**src/rtl/ssr_pkg.sv**
```systemverilog
// Shared widths, constants and register indexes for the servo ramp unit.
package ssr_pkg;

  // Field widths.
  localparam int DUTY_BITS = 14;
  localparam int ANGLE_W   = 8;
  localparam int TIME_W    = 16;

  // Full-scale angle in degrees and the floor-rounding offset for negative slopes.
  localparam int MAX_ANGLE = 180;
  localparam int ROUND_UP  = MAX_ANGLE - 1;

  // Width of angle * |duty span| plus the rounding offset.
  localparam int PROD_W = $clog2(MAX_ANGLE * ((1 << DUTY_BITS) - 1) + MAX_ANGLE + 1);

  // Serial step counts and counter widths.
  localparam int MUL_STEPS = ANGLE_W;
  localparam int DIV_STEPS = PROD_W;
  localparam int MUL_CNT_W = $clog2(MUL_STEPS);
  localparam int DIV_CNT_W = $clog2(DIV_STEPS);

  // Configuration register indexes.
  localparam logic CFG_DUTY_ZERO = 1'b0;
  localparam logic CFG_DUTY_FULL = 1'b1;

  // Configuration reset values.
  localparam logic [DUTY_BITS-1:0] DUTY_ZERO_RST = DUTY_BITS'(410);
  localparam logic [DUTY_BITS-1:0] DUTY_FULL_RST = DUTY_BITS'(2048);

  // Input kind codes.
  localparam logic KIND_MOVE = 1'b0;
  localparam logic KIND_TICK = 1'b1;

endpackage

```
**src/rtl/ssr_mul.sv**
```systemverilog
// Bit-serial shift-add multiplier: angle times duty span, one multiplier bit per cycle.
module ssr_mul (
  input  logic                               clk,
  input  logic                               rst,
  input  logic                               start,
  input  logic [ssr_pkg::DUTY_BITS-1:0]      mcand,
  input  logic [ssr_pkg::ANGLE_W-1:0]        mplier,
  output logic                               busy,
  output logic                               done,
  output logic [ssr_pkg::PROD_W-1:0]         product
);

  logic [ssr_pkg::PROD_W-1:0]    mc;
  logic [ssr_pkg::ANGLE_W-1:0]   mp;
  logic [ssr_pkg::MUL_CNT_W-1:0] cnt;

  // Each cycle adds the shifted multiplicand when the low multiplier bit is set.
  always_ff @(posedge clk) begin
    if (rst) begin
      busy <= 1'b0;
      done <= 1'b0;
      cnt  <= '0;
    end else begin
      done <= busy && !start && (cnt == ssr_pkg::MUL_CNT_W'(ssr_pkg::MUL_STEPS - 1));
      if (start) begin
        product <= '0;
        mc      <= ssr_pkg::PROD_W'(mcand);
        mp      <= mplier;
        cnt     <= '0;
        busy    <= 1'b1;
      end else if (busy) begin
        if (mp[0]) begin
          product <= product + mc;
        end
        mc  <= {mc[ssr_pkg::PROD_W-2:0], 1'b0};
        mp  <= {1'b0, mp[ssr_pkg::ANGLE_W-1:1]};
        cnt <= cnt + 1'b1;
        if (cnt == ssr_pkg::MUL_CNT_W'(ssr_pkg::MUL_STEPS - 1)) begin
          busy <= 1'b0;
        end
      end
    end
  end

endmodule

```
**src/rtl/ssr_div.sv**
```systemverilog
// Bit-serial restoring divider: wide dividend by an 8-bit divisor, one quotient bit per cycle.
module ssr_div (
  input  logic                             clk,
  input  logic                             rst,
  input  logic                             start,
  input  logic [ssr_pkg::PROD_W-1:0]       dividend,
  input  logic [ssr_pkg::ANGLE_W-1:0]      divisor,
  output logic                             busy,
  output logic                             done,
  output logic [ssr_pkg::PROD_W-1:0]       quotient
);

  logic [ssr_pkg::ANGLE_W-1:0]   rem;
  logic [ssr_pkg::ANGLE_W-1:0]   sor;
  logic [ssr_pkg::DIV_CNT_W-1:0] cnt;
  logic [ssr_pkg::ANGLE_W:0]     trial;
  logic [ssr_pkg::ANGLE_W:0]     trial_sub;
  logic                          fits;

  // One trial subtraction of the divisor from the partial remainder.
  always_comb begin
    trial     = {rem, quotient[ssr_pkg::PROD_W-1]};
    trial_sub = trial - {1'b0, sor};
    fits      = (trial >= {1'b0, sor});
  end

  // The dividend shifts out at the top while quotient bits shift in at the bottom.
  always_ff @(posedge clk) begin
    if (rst) begin
      busy <= 1'b0;
      done <= 1'b0;
      cnt  <= '0;
    end else begin
      done <= busy && !start && (cnt == ssr_pkg::DIV_CNT_W'(ssr_pkg::DIV_STEPS - 1));
      if (start) begin
        quotient <= dividend;
        sor      <= divisor;
        rem      <= '0;
        cnt      <= '0;
        busy     <= 1'b1;
      end else if (busy) begin
        rem      <= fits ? trial_sub[ssr_pkg::ANGLE_W-1:0] : trial[ssr_pkg::ANGLE_W-1:0];
        quotient <= {quotient[ssr_pkg::PROD_W-2:0], fits};
        cnt      <= cnt + 1'b1;
        if (cnt == ssr_pkg::DIV_CNT_W'(ssr_pkg::DIV_STEPS - 1)) begin
          busy <= 1'b0;
        end
      end
    end
  end

endmodule

```
**src/rtl/servo_slew_limited_ramp_unit.sv**
```systemverilog
// Servo ramp generator: move and tick handling, shared serial units and result register.
// A move with nonzero distance runs two 22-step divisions with an 8-step multiply between
// them; a stepping tick or a move to the present angle runs only the multiply and the last.
// A new beat is taken only in the idle state, which a tick that only counts never leaves;
// a result still held at the output stalls the next.
// Synchronous reset: idle at zero degrees, duty registers at 410 and 2048, output empty.
module servo_slew_limited_ramp_unit (
  input  logic                              clk,
  input  logic                              rst,
  input  logic                              cfg_write,
  input  logic                              cfg_index,
  input  logic [ssr_pkg::DUTY_BITS-1:0]     cfg_data,
  input  logic                              in_valid,
  output logic                              in_stall,
  input  logic                              kind,
  input  logic [ssr_pkg::ANGLE_W-1:0]       goal_deg,
  input  logic [ssr_pkg::TIME_W-1:0]        travel_ms,
  output logic                              out_valid,
  input  logic                              out_stall,
  output logic [ssr_pkg::DUTY_BITS-1:0]     duty,
  output logic [ssr_pkg::ANGLE_W-1:0]       angle_now,
  output logic                              done_res
);

  typedef enum logic [2:0] {
    S_IDLE,
    S_TPS,
    S_MUL,
    S_RND,
    S_EMIT
  } state_t;

  state_t state;

  logic [ssr_pkg::DUTY_BITS-1:0] duty_zero;
  logic [ssr_pkg::DUTY_BITS-1:0] duty_full;
  logic [ssr_pkg::ANGLE_W-1:0]   present_angle;
  logic [ssr_pkg::ANGLE_W-1:0]   goal_angle;
  logic                          moving;
  logic [ssr_pkg::TIME_W-1:0]    ticks_per_step;
  logic [ssr_pkg::TIME_W-1:0]    tick_count;
  logic [ssr_pkg::ANGLE_W-1:0]   res_angle;
  logic                          res_done;

  logic                          mul_start;
  logic                          mul_busy;
  logic                          mul_done;
  logic [ssr_pkg::PROD_W-1:0]    mul_product;
  logic                          div_start;
  logic                          div_busy;
  logic                          div_done;
  logic [ssr_pkg::PROD_W-1:0]    div_dvd;
  logic [ssr_pkg::ANGLE_W-1:0]   div_sor;
  logic [ssr_pkg::PROD_W-1:0]    div_quot;

  logic                          accept;
  logic [ssr_pkg::ANGLE_W-1:0]   tgt_clamped;
  logic [ssr_pkg::ANGLE_W-1:0]   dist_deg;
  logic [ssr_pkg::TIME_W-1:0]    tick_inc;
  logic [ssr_pkg::ANGLE_W-1:0]   step_angle;
  logic                          span_neg;
  logic [ssr_pkg::DUTY_BITS-1:0] span_mag;
  logic [ssr_pkg::DUTY_BITS-1:0] duty_quot;
  logic [ssr_pkg::DUTY_BITS-1:0] duty_next;
  logic                          out_free;

  // Input handshake and the per-beat decode of a move or a tick.
  always_comb begin
    in_stall    = (state != S_IDLE);
    accept      = in_valid && !in_stall;
    tgt_clamped = (goal_deg > ssr_pkg::ANGLE_W'(ssr_pkg::MAX_ANGLE))
                  ? ssr_pkg::ANGLE_W'(ssr_pkg::MAX_ANGLE) : goal_deg;
    dist_deg    = (tgt_clamped > present_angle) ? tgt_clamped - present_angle
                                                : present_angle - tgt_clamped;
    tick_inc    = tick_count + 1'b1;
    if (goal_angle > present_angle) begin
      step_angle = present_angle + 1'b1;
    end else if (goal_angle < present_angle) begin
      step_angle = present_angle - 1'b1;
    end else begin
      step_angle = present_angle;
    end
  end

  // Duty span sign and magnitude; a falling span rounds its quotient up, then subtracts.
  always_comb begin
    span_neg  = (duty_full < duty_zero);
    span_mag  = span_neg ? duty_zero - duty_full : duty_full - duty_zero;
    duty_quot = div_quot[ssr_pkg::DUTY_BITS-1:0];
    duty_next = span_neg ? duty_zero - duty_quot : duty_zero + duty_quot;
    out_free  = !out_valid || !out_stall;
  end

  // Each serial unit is started once on the first cycle of a state that needs it.
  always_comb begin
    mul_start = (state == S_MUL) && !mul_busy && !mul_done;
    div_start = ((state == S_TPS) || (state == S_RND)) && !div_busy && !div_done;
  end

  // Configuration registers.
  always_ff @(posedge clk) begin
    if (rst) begin
      duty_zero <= ssr_pkg::DUTY_ZERO_RST;
      duty_full <= ssr_pkg::DUTY_FULL_RST;
    end else if (cfg_write) begin
      case (cfg_index)
        ssr_pkg::CFG_DUTY_ZERO: duty_zero <= cfg_data;
        ssr_pkg::CFG_DUTY_FULL: duty_full <= cfg_data;
        default: ;
      endcase
    end
  end

  // Sequencer: ramp state, serial unit operands and the result register.
  always_ff @(posedge clk) begin
    if (rst) begin
      state          <= S_IDLE;
      present_angle  <= '0;
      goal_angle     <= '0;
      moving         <= 1'b0;
      ticks_per_step <= '0;
      tick_count     <= '0;
      out_valid      <= 1'b0;
    end else begin
      if (out_valid && !out_stall && (state != S_EMIT)) begin
        out_valid <= 1'b0;
      end
      case (state)
        S_IDLE: begin
          if (accept) begin
            if (kind == ssr_pkg::KIND_MOVE) begin
              goal_angle <= tgt_clamped;
              tick_count <= '0;
              res_angle  <= present_angle;
              if (dist_deg == '0) begin
                moving         <= 1'b0;
                ticks_per_step <= '0;
                res_done       <= 1'b1;
                state          <= S_MUL;
              end else begin
                moving    <= 1'b1;
                res_done  <= 1'b0;
                div_dvd   <= ssr_pkg::PROD_W'(travel_ms);
                div_sor   <= dist_deg;
                state     <= S_TPS;
              end
            end else if (moving) begin
              if (tick_inc < ticks_per_step) begin
                tick_count <= tick_inc;
              end else begin
                tick_count    <= '0;
                present_angle <= step_angle;
                res_angle     <= step_angle;
                res_done      <= (step_angle == goal_angle);
                moving        <= (step_angle != goal_angle);
                state         <= S_MUL;
              end
            end
          end
        end
        S_TPS: begin
          if (div_done) begin
            ticks_per_step <= div_quot[ssr_pkg::TIME_W-1:0];
            state          <= S_MUL;
          end
        end
        S_MUL: begin
          if (mul_done) begin
            div_dvd   <= span_neg ? mul_product + ssr_pkg::PROD_W'(ssr_pkg::ROUND_UP)
                                  : mul_product;
            div_sor   <= ssr_pkg::ANGLE_W'(ssr_pkg::MAX_ANGLE);
            state     <= S_RND;
          end
        end
        S_RND: begin
          if (div_done) begin
            state <= S_EMIT;
          end
        end
        S_EMIT: begin
          if (out_free) begin
            out_valid <= 1'b1;
            duty      <= duty_next;
            angle_now <= res_angle;
            done_res  <= res_done;
            state     <= S_IDLE;
          end
        end
        default: state <= S_IDLE;
      endcase
    end
  end

  ssr_mul u_mul (
    .clk     (clk),
    .rst     (rst),
    .start   (mul_start),
    .mcand   (span_mag),
    .mplier  (res_angle),
    .busy    (mul_busy),
    .done    (mul_done),
    .product (mul_product)
  );

  ssr_div u_div (
    .clk      (clk),
    .rst      (rst),
    .start    (div_start),
    .dividend (div_dvd),
    .divisor  (div_sor),
    .busy     (div_busy),
    .done     (div_done),
    .quotient (div_quot)
  );

  // The angle never leaves the servo range.
  a_angle_range: assert property (@(posedge clk) disable iff (rst)
    present_angle <= ssr_pkg::ANGLE_W'(ssr_pkg::MAX_ANGLE))
    else $error("present angle beyond full scale");

  // A ramp in progress has not yet reached its goal.
  a_moving_goal: assert property (@(posedge clk) disable iff (rst)
    moving |-> (present_angle != goal_angle))
    else $error("moving while already at the goal");

  // An idle ramp holds no partial step count.
  a_idle_count: assert property (@(posedge clk) disable iff (rst)
    !moving |-> (tick_count == '0))
    else $error("tick count left over while idle");

  // The two serial units never run at the same time.
  a_one_unit: assert property (@(posedge clk) disable iff (rst)
    !(mul_busy && div_busy))
    else $error("multiplier and divider busy together");

  // A stalled result beat stays valid and unchanged.
  a_out_hold: assert property (@(posedge clk) disable iff (rst)
    (out_valid && out_stall) |=> (out_valid && $stable(duty) && $stable(angle_now)
                                  && $stable(done_res)))
    else $error("result beat changed while stalled");

endmodule

```
**config.mk**
```make
export PLATFORM = sky130hd
export DESIGN_NAME = servo_slew_limited_ramp_unit
export DESIGN_NICKNAME = d
export VERILOG_FILES = /design/src/rtl/ssr_pkg.sv /design/src/rtl/ssr_mul.sv /design/src/rtl/ssr_div.sv /design/src/rtl/servo_slew_limited_ramp_unit.sv
export SDC_FILE = /design/constraint.sdc
export NUM_CORES = 1
export LEC_CHECK = 0
export BUFFER_PORTS_ARGS = -buffer_cell sky130_fd_sc_hd__buf_2
export CAP_MARGIN = 10
export CORE_ASPECT_RATIO = 0.7
export CORE_UTILIZATION = 42
export CTS_BUF_LIST = sky130_fd_sc_hd__clkbuf_4 sky130_fd_sc_hd__clkbuf_8
export CTS_CLUSTER_SIZE = 10
export DETAILED_ROUTE_END_ITERATION = 8
export REMOVE_ABC_BUFFERS = 1
export SYNTH_ARGS = -nofsm -noshare
export SYNTH_HDL_FRONTEND = slang
export SYNTH_SLANG_ARGS = --single-unit
```
**constraint.sdc**
```tcl
create_clock -name clk -period 8.5 [get_ports clk]
set_input_delay 1.7 -clock clk [delete_from_list [all_inputs] [get_ports clk]]
set_output_delay 1.7 -clock clk [all_outputs]
set_load 0.005 [all_outputs]
```
======== Yosys cells after proc, flatten, opt, wreduce, memory -nomap -nowiden ========
Cells that the tools add are included.
storage, ports and cells
  flip-flop bits (word level) ............. 245
  input bits .............................. 45
  output and inout port bits .............. 25
  logic and storage cells ................. 187
operators by class
  add/subtract/negate cells ............... 14
  order comparisons ....................... 7
  eq/ne operators ......................... 21
  multiplexer cells ....................... 65
  bitwise operators ....................... 4
  reduce and logical (&&, ||, !) cells .... 47
operator list
  cell                                                              count
  22-bit two-way mux                                                10
  8-bit two-way mux                                                 15
  16-bit two-way mux                                                7
  22-bit one-hot mux with 2 select lines                            1
  14-bit two-way mux                                                3
  14-bit subtractor                                                 3
  16-bit one-hot mux with 2 select lines                            1
  3-bit two-way mux                                                 8
  8-bit subtractor                                                  3
  22-bit adder                                                      1
  22-bit by 8-bit adder with 22-bit output (second input constant)  1
  1-bit two-way mux                                                 17
  16-bit by 1-bit adder with 16-bit output (second input constant)  1
  8-bit > comparator                                                2
  16-bit < comparator                                               1
  8-bit one-hot mux with 2 select lines                             1
  3-bit one-hot mux with 5 select lines                             1
  5-bit AND reduction                                               3
  14-bit adder                                                      1
  14-bit < comparator                                               1
  2-bit != test (second input constant)                             6
  2-bit AND reduction                                               6
  3-bit AND reduction                                               4
  1-bit logical AND                                                 11
  26 further kinds                                                  50

======== Depth between registers and ports, before layout ========
  depth after elaboration ................. 9
  depth in mapped cells ................... 24
  mapped depth without buffers ............ 21

======== Modules after synthesis ========
A second synthesis with hierarchy kept.
unflattened totals
  cells, all modules ...................... 1,612
  area total of the unflattened synthesis .. 15,656.3 um^2
modules (own cells, without submodules)
  module                        instances  cells an instance  area an instance (um^2)  seq. area each (um^2)
  servo_slew_limited_ramp_unit  1          1,156              10,042.1                 3,483.3
  ssr_mul                       1          286                3,337.0                  1,661.6
  ssr_div                       1          170                2,277.2                  1,281.2

======== Least setup slack after synthesis ========
OpenSTA, ideal clock, no wires.
  kind .................................... in2reg
  start ................................... in goal_deg[0] (netlist bit)
  end ..................................... reg div_dvd[0] (netlist bit) (enable)
  library setup time ...................... 0.427 ns
  arrival time ............................ 6.072 ns
  required time ........................... 8.073 ns
  path slack .............................. 2.001 ns
  stages on the path ...................... 16
  buffers on the path ..................... 0
  cell sequence ........................... o21ai_0 a21oi_1 o21ai_0 nand2_1 ha_1 fa_1 nand3b_1 a21boi_2 o21ai_4 mux2_4 o21ai_1 nand2_1 xnor2_1 and3_4 or3_1 a21oi_1
between the ends
  longest elaborated chain between the ends .. 7
  elaborated cells between the ends (all ways) .. 9
  classes of those cells .................. 2 x add/sub; 2 x order compare; 1 x eq/ne; 2 x mux; 2 x reduce/logical
RTL lines
  what                                      line                                 RTL
  from (decl)                               servo_slew_limited_ramp_unit.sv:16   input logic [ssr_pkg::ANGLE_W-1:0] goal_deg,
  8-bit > comparator                        servo_slew_limited_ramp_unit.sv:71   tgt_clamped = (goal_deg > ssr_pkg::ANGLE_W'(ssr_pkg::MAX_ANGLE))
  8-bit two-way mux (*)                     servo_slew_limited_ramp_unit.sv:72   ? ssr_pkg::ANGLE_W'(ssr_pkg::MAX_ANGLE) : goal_deg;
  8-bit subtractor (tied with other cells)  servo_slew_limited_ramp_unit.sv:74   : present_angle - tgt_clamped;
  8-bit two-way mux (*)                     servo_slew_limited_ramp_unit.sv:73   dist_deg = (tgt_clamped > present_angle) ? tgt_clamped - present_angle
  8-bit logical NOT (*)                     servo_slew_limited_ramp_unit.sv:135  if (dist_deg == '0) begin
  2-bit != test (no source line) (*)        --
  6-bit AND reduction (no source line) (*)  --
  to (signal assigned)                      servo_slew_limited_ramp_unit.sv:143  div_dvd <= ssr_pkg::PROD_W'(travel_ms);
  to (signal assigned)                      servo_slew_limited_ramp_unit.sv:169  div_dvd <= span_neg ? mul_product + ssr_pkg::PROD_W'(ssr_pkg::ROUND_UP)
  to (decl)                                 servo_slew_limited_ramp_unit.sv:52   logic [ssr_pkg::PROD_W-1:0] div_dvd;
Mark *: on every way between the ends. The rest lies on a longest branch, timed or not.
A chain may end at the register's enable or synchronous reset.

======== Worst setup path in the final report ========
  start ................................... in goal_deg[0] (netlist bit)
  end ..................................... reg div_dvd[3] (netlist bit) (enable)
The elaborated chain is that of the path after synthesis.

==> impl_metrics.toml <==
[clock_tree]
cts_tree = "built"
cts.htree.levels = 2
ctsLongestPathBuffers = 3
worstSkewPairLatency_ps = 570
clock_sinks = 245
cts_setup_buffers = 0
cts.clk_slew.worst_paths_ps = 60
cts-buffers-inserted = 43
cts_root_buffer = "clkbuf_8"
post_cts_resized = 0
hold_buffers = 0

[final_layout]
fin_util_pct = 48.1
stdcell_count = 2216
final_cell_mix = "255 x nand2_1, 152 x edfxtp_1, 131 x nor2_1"
layout-drive-gt1-share_pct = 10.9
final_common_cell = "nand2_1"
syn_to_final_growth_pct = 11.7
diodes = 0
fillers = 3383
design_area_um2 = 16800
fin_nets = 1880

[power_and_ir_drop]
p_per_area_nw_per_um2 = 277
worst_ir_drop_vdd_mv = 0.112
p_leak_nw = 6.89

[yosys]
ys_warn_count = 0
synth.avg_cell_area_um2 = 9.13
syn_inst = 1647
ys_ff_latch = 245
synth_edf_count = 152
yosys_most_used_dff = "edfxtp_1"
synth_area_um2 = 15000
ys_seq_area_share_pct = 42.7
synth_cell_types = 75
async_flop_share_pct = 0

[placement]
gp_congestion = 0.891
place_ws_ps = 2220
hpwl_um = 27700
placed_area_um2 = 15900
dp.cells = 2138
port_buffers = 69

[sta]
tightest_slew_ps = 1190
rsz0062_at_grt = "no"
fin_ws_ps = 2790
fin_skew_ps = 24.4
fmax_ghz = 0.175
drv_slew = 0
fin_crit_sh_pct = 67.2
post-route-min-period_ps = 5710
relSlewSlack_pct = 20.4
hold_violations = 0
finalSetupTns_ps = 0
setup_violations = 0

[floorplan]
die-height_um = 160
start_util_pct = 43.0
coreArea_um2 = 34900
io_pins = 70
die_area_um2 = 36600
rows = 57
fp.dieW_um = 228

[worst_setup_path]
start_kind = "input pin"
setup.worst_path.end_class = "register"
worstPathMaxFanout = 30
critPathArrivalTime_ps = 5890
worstSetupPathType = "input pin to register"
cp.required_ps = 8670

[routing]
via_count = 11900
firstDrtPassIters = 5
ant_nets = 0
wl_per_cell_um = 17.1
viasPerCell = 5.38
drcViolationCount = 0
wirelength_um = 37900
drt_iter0_markers = 1075

[global_routing]
grt_pass1_vias = 11200
grt_max_degree = 68
antenna_found_initial = 0
grt_overflow = 0
grt_pass1_wl_um = 60500
track_usage_pct = 20.7

[run]
maxCapViolCount = 0

[worst_hold_path]
holdCritPathClass = "register to register"

[run_status]
status = "finished, final reports clean"
metal layers:
metal / vias up / track usage [%] / share of wire [%]
met5: - / 0 / 0
met4: 0 / 4.06 / 1.3
met3: 48 / 4.56 / 6.8
met2: 331 / 28.3 / 39
met1: 5659 / 32.9 / 53
li1: 5878 / - / -
cell type report:
cell class,count,area (µm²),share of cell area [%]
inverters,105,394,2.35
flip-flops and latches,245,6430,38.2
well taps,472,591,3.52
multi-input cells,1232,7980,47.5
clock buffers,73,892,5.31
clock inverters,5,56.3,0.335
repair buffers,84,458,2.73
flip-flops by register name, indices dropped and copies added (netlist names), 14 cells and up:
register	count
div_dvd	22
duty	14
duty_full	14
duty_zero	14
tick_count	16
ticks_per_step	16
u_div.quotient	22
u_mul.mc	22
u_mul.product	22
stage by stage:
step	hold WS, ps	power (mW)
floorplan	400	2.95
global placement	409	3.42
detailed placement	413	3.45
CTS	416	4.67
global route	428	4.96
finish	416	4.65
path summary, 6_finish.rpt:
path	start	end	slack, ps	depth (start not counted)
worst max register to register	duty_full[0]$_SDFFE_PP0P_	duty[12]$_DFFE_PP_	3470	20
worst min register to register	div_sor[2]$_SDFFCE_PP1P_	u_div.sor[2]$_DFFE_PP_	420	0
worst min-delay path	div_sor[2]$_SDFFCE_PP1P_	u_div.sor[2]$_DFFE_PP_	420	0
worst max-delay path	goal_deg[0]	div_dvd[3]$_DFFE_PP_	2790	17
worst max-delay path: stages:
cell      delay, ps
buf_2           100
o21ai_0         150
a21oi_1          80
o21ai_0         310
nand2_1         170
ha_1            240
fa_1            410
nand3b_1        250
a21boi_2        210
o21ai_4         130
mux2_4          320
a21oi_1         140
o21ai_1          90
xnor2_1         160
and3_4          200
or3_1           390
a21oi_4         800
kinds of logic after synthesis:
family / count (synthesis) / synth area share (%)
adder cells (fa/ha/maj): 124 / 10.7
XOR/XNOR: 124 / 7.22
buffers and inverters: 170 / 4.48
multiplexers: 35 / 2.45
AO/OA/AOI/OAI: 346 / 14.1
flip-flops: 245 / 42.7
AND/OR/NAND/NOR: 603 / 18.4
where the power goes:
group | total, mW | internal (mW) | switching (mW)
registers | 1.73 | 1.58 | 0.154
clock network | 1.19 | 0.690 | 0.502
logic | 1.72 | 0.657 | 1.07
synth_stat cells (7+ instances only):
| library cell | instances | area [µm²] |
|---|---|---|
| ha_1 | 117 | 1460 |
| a211oi_1 | 11 | 82.6 |
| o21a_1 | 8 | 60.1 |
| nand3_1 | 41 | 205 |
| nand2_1 | 255 | 957 |
| mux2i_1 | 27 | 270 |
| xnor2_1 | 77 | 674 |
| buf_2 | 9 | 45.0 |
| a21oi_1 | 128 | 641 |
| nand4_1 | 18 | 113 |
| nor2_1 | 132 | 495 |
| o21bai_1 | 7 | 52.6 |
| inv_1 | 102 | 383 |
| a21o_1 | 23 | 173 |
| nand2b_1 | 33 | 206 |
| nor2b_1 | 19 | 119 |
| nand3b_1 | 14 | 105 |
| and3_1 | 14 | 87.6 |
| o21ai_1 | 30 | 150 |
| clkbuf_1 | 49 | 184 |
| edfxtp_1 | 152 | 4560 |
| o31ai_1 | 12 | 90.1 |
| fa_1 | 7 | 140 |
| nor4_1 | 7 | 43.8 |
| and2_1 | 15 | 93.8 |
| o21ai_0 | 67 | 335 |
| xor2_1 | 47 | 412 |
| nor3_1 | 27 | 135 |
| dfxtp_1 | 93 | 1860 |
| or3_1 | 14 | 87.6 |
(Power assumes the default switching activity.)
